===== src/rtl/tsss_pkg.sv =====
package tsss_pkg;

    localparam int SAMPLE_W = 10;
    localparam int CFG_W    = 16;
    localparam int DIGIT_W  = 4;
    localparam int EN_W     = 3;
    localparam int SEG_W    = 7;

    localparam logic [SAMPLE_W-1:0] MAX_SAMPLE    = 10'd999;
    localparam logic [CFG_W-1:0]    REFRESH_RESET = 16'd100;

    // one-hot digit enables
    localparam logic [EN_W-1:0] EN_TENS   = 3'b100;
    localparam logic [EN_W-1:0] EN_UNITS  = 3'b010;
    localparam logic [EN_W-1:0] EN_TENTHS = 3'b001;

    typedef struct packed {
        logic [DIGIT_W-1:0] tens;
        logic [DIGIT_W-1:0] units;
        logic [DIGIT_W-1:0] tenths;
    } digits_t;

    typedef struct packed {
        logic [SEG_W-1:0] segments;
        logic [EN_W-1:0]  digit_enable;
    } scan_out_t;

endpackage


===== src/rtl/temperature_seven_segment_scanner_top.sv =====
// Three-digit multiplexed seven-segment driver for a temperature in tenths of a
// degree. Every input request is one refresh tick and yields exactly one output
// request: a one-hot digit enable (tens, units, tenths in turn) and its
// active-high segment pattern. The sample is taken only on resample ticks; after
// the tenths digit the block resamples once refresh_ticks ticks have passed,
// otherwise it rescans. One request is taken per clock cycle while the result
// side is not stalled; a request waits in the input register, and its result,
// through the digit split, is registered in the result register. A stalled
// result holds the input register, and then the input side stalls too.
module temperature_seven_segment_scanner_top
    import tsss_pkg::*;
(
    input  logic        clk,
    input  logic        rst_n,
    input  logic        s_axis_tvalid,
    output logic        s_axis_tready,
    input  logic [15:0] s_axis_tdata,   // [9:0] sample_tenths
    output logic        m_axis_tvalid,
    input  logic        m_axis_tready,
    output logic [15:0] m_axis_tdata,   // [2:0] digit_enable, [9:3] segments
    input  logic        cfg_we,
    input  logic [15:0] cfg_wdata       // refresh_ticks
);

    logic                in_valid_reg;
    logic [SAMPLE_W-1:0] in_sample_reg;
    logic                out_valid_reg;
    scan_out_t           out_data_reg;
    scan_out_t           result;
    logic                advance;

    // move the held request forward when the result slot is free or draining
    assign advance       = in_valid_reg && (!out_valid_reg || m_axis_tready);
    assign s_axis_tready = !in_valid_reg || advance;

    tsss_scan_core u_core (
        .clk       (clk),
        .rst_n     (rst_n),
        .step      (advance),
        .sample    (in_sample_reg),
        .cfg_we    (cfg_we),
        .cfg_wdata (cfg_wdata),
        .result    (result)
    );

    always_ff @(posedge clk or negedge rst_n)
    begin
        if (!rst_n)
        begin
            in_valid_reg  <= 1'b0;
            out_valid_reg <= 1'b0;
        end
        else
        begin
            if (s_axis_tready)
            begin
                in_valid_reg <= s_axis_tvalid;
            end
            if (advance)
            begin
                out_valid_reg <= 1'b1;
            end
            else if (m_axis_tready)
            begin
                out_valid_reg <= 1'b0;
            end
        end
    end

    always_ff @(posedge clk)
    begin
        if (s_axis_tvalid && s_axis_tready)
        begin
            in_sample_reg <= s_axis_tdata[SAMPLE_W-1:0];
        end
        if (advance)
        begin
            out_data_reg <= result;
        end
    end

    assign m_axis_tvalid = out_valid_reg;
    assign m_axis_tdata  = {6'd0, out_data_reg};

endmodule


===== src/rtl/tsss_digit_split.sv =====
module tsss_digit_split
    import tsss_pkg::*;
(
    input  logic [SAMPLE_W-1:0] sample,
    output digits_t             digits
);

    logic [SAMPLE_W-1:0] sat;
    logic [15:0]         tens_prod;
    logic [DIGIT_W-1:0]  tens;
    logic [SAMPLE_W-1:0] rem_full;
    logic [6:0]          rem;
    logic [14:0]         units_prod;
    logic [DIGIT_W-1:0]  units;
    logic [6:0]          tenths_full;

    // clamp, then divide by 100 and 10 through reciprocal multiplies (exact for 0..999)
    assign sat         = (sample > MAX_SAMPLE) ? MAX_SAMPLE : sample;
    assign tens_prod   = {6'd0, sat} * 16'd41;
    assign tens        = tens_prod[15:12];
    assign rem_full    = sat - ({6'd0, tens} * 10'd100);
    assign rem         = rem_full[6:0];
    assign units_prod  = {8'd0, rem} * 15'd205;
    assign units       = units_prod[14:11];
    assign tenths_full = rem - ({3'd0, units} * 7'd10);

    assign digits.tens   = tens;
    assign digits.units  = units;
    assign digits.tenths = tenths_full[3:0];

endmodule


===== src/rtl/tsss_scan_core.sv =====
module tsss_scan_core
    import tsss_pkg::*;
(
    input  logic                clk,
    input  logic                rst_n,
    input  logic                step,
    input  logic [SAMPLE_W-1:0] sample,
    input  logic                cfg_we,
    input  logic [CFG_W-1:0]    cfg_wdata,
    output scan_out_t           result
);

    typedef enum logic [1:0] {
        PH_RESAMPLE = 2'd0,
        PH_TENS     = 2'd1,
        PH_UNITS    = 2'd2,
        PH_TENTHS   = 2'd3
    } phase_t;

    phase_t           phase_reg, phase_next;
    logic [CFG_W-1:0] tick_reg, tick_next;
    logic [CFG_W-1:0] tick_eff;
    logic [CFG_W-1:0] refresh_reg;
    digits_t          digits_reg, digits_next;
    digits_t          split_digits;
    logic [DIGIT_W-1:0] shown;

    function automatic logic [SEG_W-1:0] glyph(input logic [DIGIT_W-1:0] d);
        logic [SEG_W-1:0] g;
        case (d)
            4'd0:    g = 7'h3F;
            4'd1:    g = 7'h06;
            4'd2:    g = 7'h5B;
            4'd3:    g = 7'h4F;
            4'd4:    g = 7'h66;
            4'd5:    g = 7'h6D;
            4'd6:    g = 7'h7D;
            4'd7:    g = 7'h07;
            4'd8:    g = 7'h7F;
            4'd9:    g = 7'h6F;
            default: g = 7'h00;
        endcase
        return g;
    endfunction

    tsss_digit_split u_split (
        .sample (sample),
        .digits (split_digits)
    );

    always_comb
    begin
        digits_next         = digits_reg;
        tick_eff            = tick_reg;
        phase_next          = phase_reg;
        result.digit_enable = EN_TENS;
        shown               = digits_reg.tens;
        case (phase_reg)
            PH_RESAMPLE:
            begin
                // latch the new sample and show its tens digit in the same tick
                digits_next = split_digits;
                tick_eff    = '0;
                shown       = split_digits.tens;
                phase_next  = PH_UNITS;
            end
            PH_TENS:
            begin
                phase_next = PH_UNITS;
            end
            PH_UNITS:
            begin
                result.digit_enable = EN_UNITS;
                shown               = digits_reg.units;
                phase_next          = PH_TENTHS;
            end
            PH_TENTHS:
            begin
                result.digit_enable = EN_TENTHS;
                shown               = digits_reg.tenths;
                phase_next          = (tick_reg >= refresh_reg) ? PH_RESAMPLE : PH_TENS;
            end
            default:
            begin
                phase_next = PH_RESAMPLE;
            end
        endcase
        // hold at full scale instead of wrapping
        tick_next       = (tick_eff == '1) ? tick_eff : tick_eff + 1'b1;
        result.segments = glyph(shown);
    end

    always_ff @(posedge clk or negedge rst_n)
    begin
        if (!rst_n)
        begin
            phase_reg   <= PH_RESAMPLE;
            tick_reg    <= '0;
            digits_reg  <= '0;
            refresh_reg <= REFRESH_RESET;
        end
        else
        begin
            if (step)
            begin
                phase_reg  <= phase_next;
                tick_reg   <= tick_next;
                digits_reg <= digits_next;
            end
            if (cfg_we)
            begin
                refresh_reg <= cfg_wdata;
            end
        end
    end

    a_enable_onehot: assert property (@(posedge clk) disable iff (!rst_n)
        $onehot(result.digit_enable))
        else $error("digit enable not one-hot");

    a_units_to_tenths: assert property (@(posedge clk) disable iff (!rst_n)
        step && phase_reg == PH_UNITS |=> phase_reg == PH_TENTHS)
        else $error("units digit not followed by tenths digit");

    a_resample_count: assert property (@(posedge clk) disable iff (!rst_n)
        step && phase_reg == PH_RESAMPLE |=> tick_reg == 16'd1 && phase_reg == PH_UNITS)
        else $error("resample did not restart the tick count");

    a_hold_idle: assert property (@(posedge clk) disable iff (!rst_n)
        !step |=> $stable(phase_reg) && $stable(tick_reg) && $stable(digits_reg))
        else $error("scan state moved without a request");

endmodule


===== config.mk =====
export PLATFORM = sky130hd
export DESIGN_NAME = temperature_seven_segment_scanner_top
export DESIGN_NICKNAME = d
export VERILOG_FILES = /design/src/rtl/tsss_pkg.sv /design/src/rtl/temperature_seven_segment_scanner_top.sv /design/src/rtl/tsss_digit_split.sv /design/src/rtl/tsss_scan_core.sv
export SDC_FILE = /design/constraint.sdc
export NUM_CORES = 1
export LEC_CHECK = 0
export BUFFER_PORTS_ARGS = -buffer_cell sky130_fd_sc_hd__buf_2
export CAP_MARGIN = 20
export CORE_UTILIZATION = 44
export CTS_CLUSTER_DIAMETER = 50
export CTS_CLUSTER_SIZE = 12
export DETAILED_ROUTE_END_ITERATION = 6
export GPL_TIMING_DRIVEN = 0
export HOLD_SLACK_MARGIN = 0.15
export PLACE_DENSITY_LB_ADDON = 0.1
export RECOVER_POWER = 100
export SYNTH_ARGS = -nofsm -noshare
export SYNTH_HDL_FRONTEND = slang
export SYNTH_HIERARCHICAL = 1
export SYNTH_SLANG_ARGS = --single-unit
export TNS_END_PERCENT = 50

===== constraint.sdc =====
create_clock -name clk -period 9.7 [get_ports clk]
set_input_delay 1.455 -clock clk [delete_from_list [all_inputs] [get_ports clk]]
set_output_delay 1.455 -clock clk [all_outputs]
set_load 0.02 [all_outputs]

==> out/metrics.cfg <==
[status]
run_status = finished clean

[synthesis]
synth_enable_flop_cells = 20
synthCells = 552
yosys_register_bits = 68
yosys.area.top_type = ha_1
synthTopCellsByCount = ha_1 (92), inv_1 (80), nand2_1 (49), dfrtp_1 (45), xnor2_1 (26)
syn_area_per_cell_um2 = 10.35
synth.area.top_cells = ha_1 (20%), dfrtp_1 (20%), edfxtp_1 (11%)
synthMostInstantiatedCell = ha_1
ys.flop_type = dfrtp_1
ys_warn_count = 6
ys_seq_area_share_pct = 31.60
synth_top_area_share_pct = 20.15
syn_area_mm2 = 0.005713
synth_cell_types = 83
async_flop_share_pct = 70.59

[sta]
tns_ns = 0
skew_ns = 0.004797
maxSlewViolCount = 0
hold_viol_final = 0
min_period_ns = 9.190
finalSetupViolCount = 0
fin_crit_sh_pct = 94.75
rsz0062_at_grt = no
relSlewSlack_pct = 4.042
worst_slew_pin_slew_ns = 1.439
fmax_ghz = 0.1088

[setup_path]
r2r_cells = 39
critical_path_class = flip-flop to flip-flop
worstPathArrival_ns = 9.41
cp-end-kind = flip-flop
crit_buf_inv = 6
reg2reg_to = u_core/digits_reg[3]
r2r_setup_slack_ns = 0.51
cpPeakStageDelay_ns = 0.50
path_max_fanout = 7
required_ns = 9.92
start_kind = flip-flop
slowest_stage = fa_1
cpMostUsedCell = ha_1
r2r_start = in_sample_reg[9]
worst_path_dominant_cell_family = adder cells

[final_layout]
layout-drive-gt1-share_pct = 17.55
diodes = 0
area_growth_pct = 13.25
final_nets = 758
nFillCells = 1215

[floorplanning]
rows = 41
die_area_mm2 = 0.01344
fp.dieW_um = 115.9
core-area_mm2 = 0.01262
die_h_um = 115.9
initial_core_util_pct = 45.27
ios = 55

[clock_tree]
cts.clk_slew.worst_paths_ns = 0.06
cts_tree = built
cts.sinks = 68
clk_latency_ns = 0.33
ctsLongestPathBuffers = 2
cts_hold_buf = 0
cts_root_buf = clkbuf_16
cts_made_buffers = 9
h-tree-depth = 3

[hold_path]
min_to = m_axis_tvalid
hp-start = in_valid_reg
min_path_type = flip-flop to flip-flop
hold_depth = 1

[routing]
drc = 0
drtPass1Iterations = 5
vias = 4017
routedWlPerCell_um = 14.02
first_iter_violations = 174
ant_nets = 0
viasPerCell = 5.066
finalWirelength_um = 11120

[global_routing]
grt_busiest_layer = met1
grt_usage_pct = 17.96
antenna_found_initial = 0
use_met1_pct = 26.82
grt_pass1_vias = 3838
grt_pass1_wl_um = 18460
grt_max_degree = 49
grtUsageMet2_pct = 25.83
overflow = 0
met3_usage_pct = 3.923

[placement]
place_hpwl_um = 8686
numPortBuffers = 42
routabilityCongestion = 0.8223

[job]
maxCapViolations = 0

placed cells by master, fill, tap and decap left out, types with 4 or more instances in the layout:
cell type	n
o21ai_0	19
mux4_2	4
o21ai_1	4
clkbuf_16	9
buf_4	12
nand2b_1	6
xnor2_1	24
ha_1	92
a211oi_1	5
nand3_1	8
nand2_1	49
conb_1	6
fa_1	13
buf_2	28
edfxtp_1	20
and3_1	4
a21oi_1	18
clkbuf_1	30
nand4_1	9
inv_1	80
mux2i_1	4
dfrtp_1	45
a21o_1	7
nor2_1	14
nor3_1	4
mux2_2	14
o22ai_1	4
metrics by stage:
step           hold slack, ns  setup WS (ns)  std cells  utilization [%]  cell area, um2
2_1_floorplan          0.4739         0.8861        557                -            5732
3_3_place_gp           0.4868        0.04832        771            48.79            6157
3_5_place_dp           0.4921       0.007804        771            48.79            6157
4_1_cts                0.5046        0.05670        788            51.15            6455
5_1_grt                0.5166       0.007103        793            51.27            6470
6_report               0.4896         0.5096        793            51.27            6470
routing by layer:
metal | wire (um) | vias to the layer above
met3 | 419 | 11
met5 | 0 | -
met2 | 4730 | 76
met4 | 117 | 0
li1 | - | 2044
met1 | 5850 | 1886
timing repair:
action | 4_1_cts | 5_1_grt
resized for setup | 0 | 8
pin swaps | 0 | 2
endpoints found under the setup margin | 1 | 2
setup buffers | 1 | 5
worst max-delay path by stage:
stage	startpoint	endpoint	cells after the start
after global placement	in_sample_reg[5]	u_core/digits_reg[3]	40
after detailed placement	in_sample_reg[5]	u_core/digits_reg[3]	40
after floorplan	in_sample_reg[5]	u_core/digits_reg[3]	40
final	in_sample_reg[9]	u_core/digits_reg[3]	39
after CTS	in_sample_reg[7]	u_core/digits_reg[3]	40
after global routing	in_sample_reg[9]	u_core/digits_reg[3]	39
logic make-up after synthesis:
family | count (synthesis) | share of synthesized area, %
flip-flops | 68 | 31.60
buffers and inverters | 107 | 8.103
multiplexers | 24 | 5.431
XOR/XNOR | 30 | 4.972
AND/OR/NAND/NOR | 123 | 12.35
AO/OA/AOI/OAI | 93 | 12.57
adder cells (fa/ha/maj) | 106 | 24.90
other | 1 | 0.06564
worst register-to-register path: cells and delay by family (launching register included):
family	cells	cell delay (ns)
DFF	1	0.39
and+or+nand+nor	4	1.00
xor gates and xnor gates	5	0.91
muxes	1	0.26
adders and majority gates	13	4.38
AOI/OAI and AO/OA	10	1.76
buffers and inverters	6	0.33
area by class of cell:
| type | count | area [um2] | area share [%] |
|---|---|---|---|
| Multi-Input combinational cell | 382 | 3471 | 53.65 |
| Clock inverter | 7 | 65.06 | 1.006 |
| Clock buffer | 9 | 225.2 | 3.481 |
| Buffer | 25 | 146.4 | 2.263 |
| Sequential cell | 68 | 1805 | 27.91 |
| Inverter | 81 | 304.0 | 4.699 |
| Timing Repair Buffer | 49 | 237.7 | 3.674 |
| Tap cell | 172 | 215.2 | 3.326 |
Power is left out: the tool's default activity adds up to more than one toggle a clock period on the data nets, which glitch-free logic cannot reach.
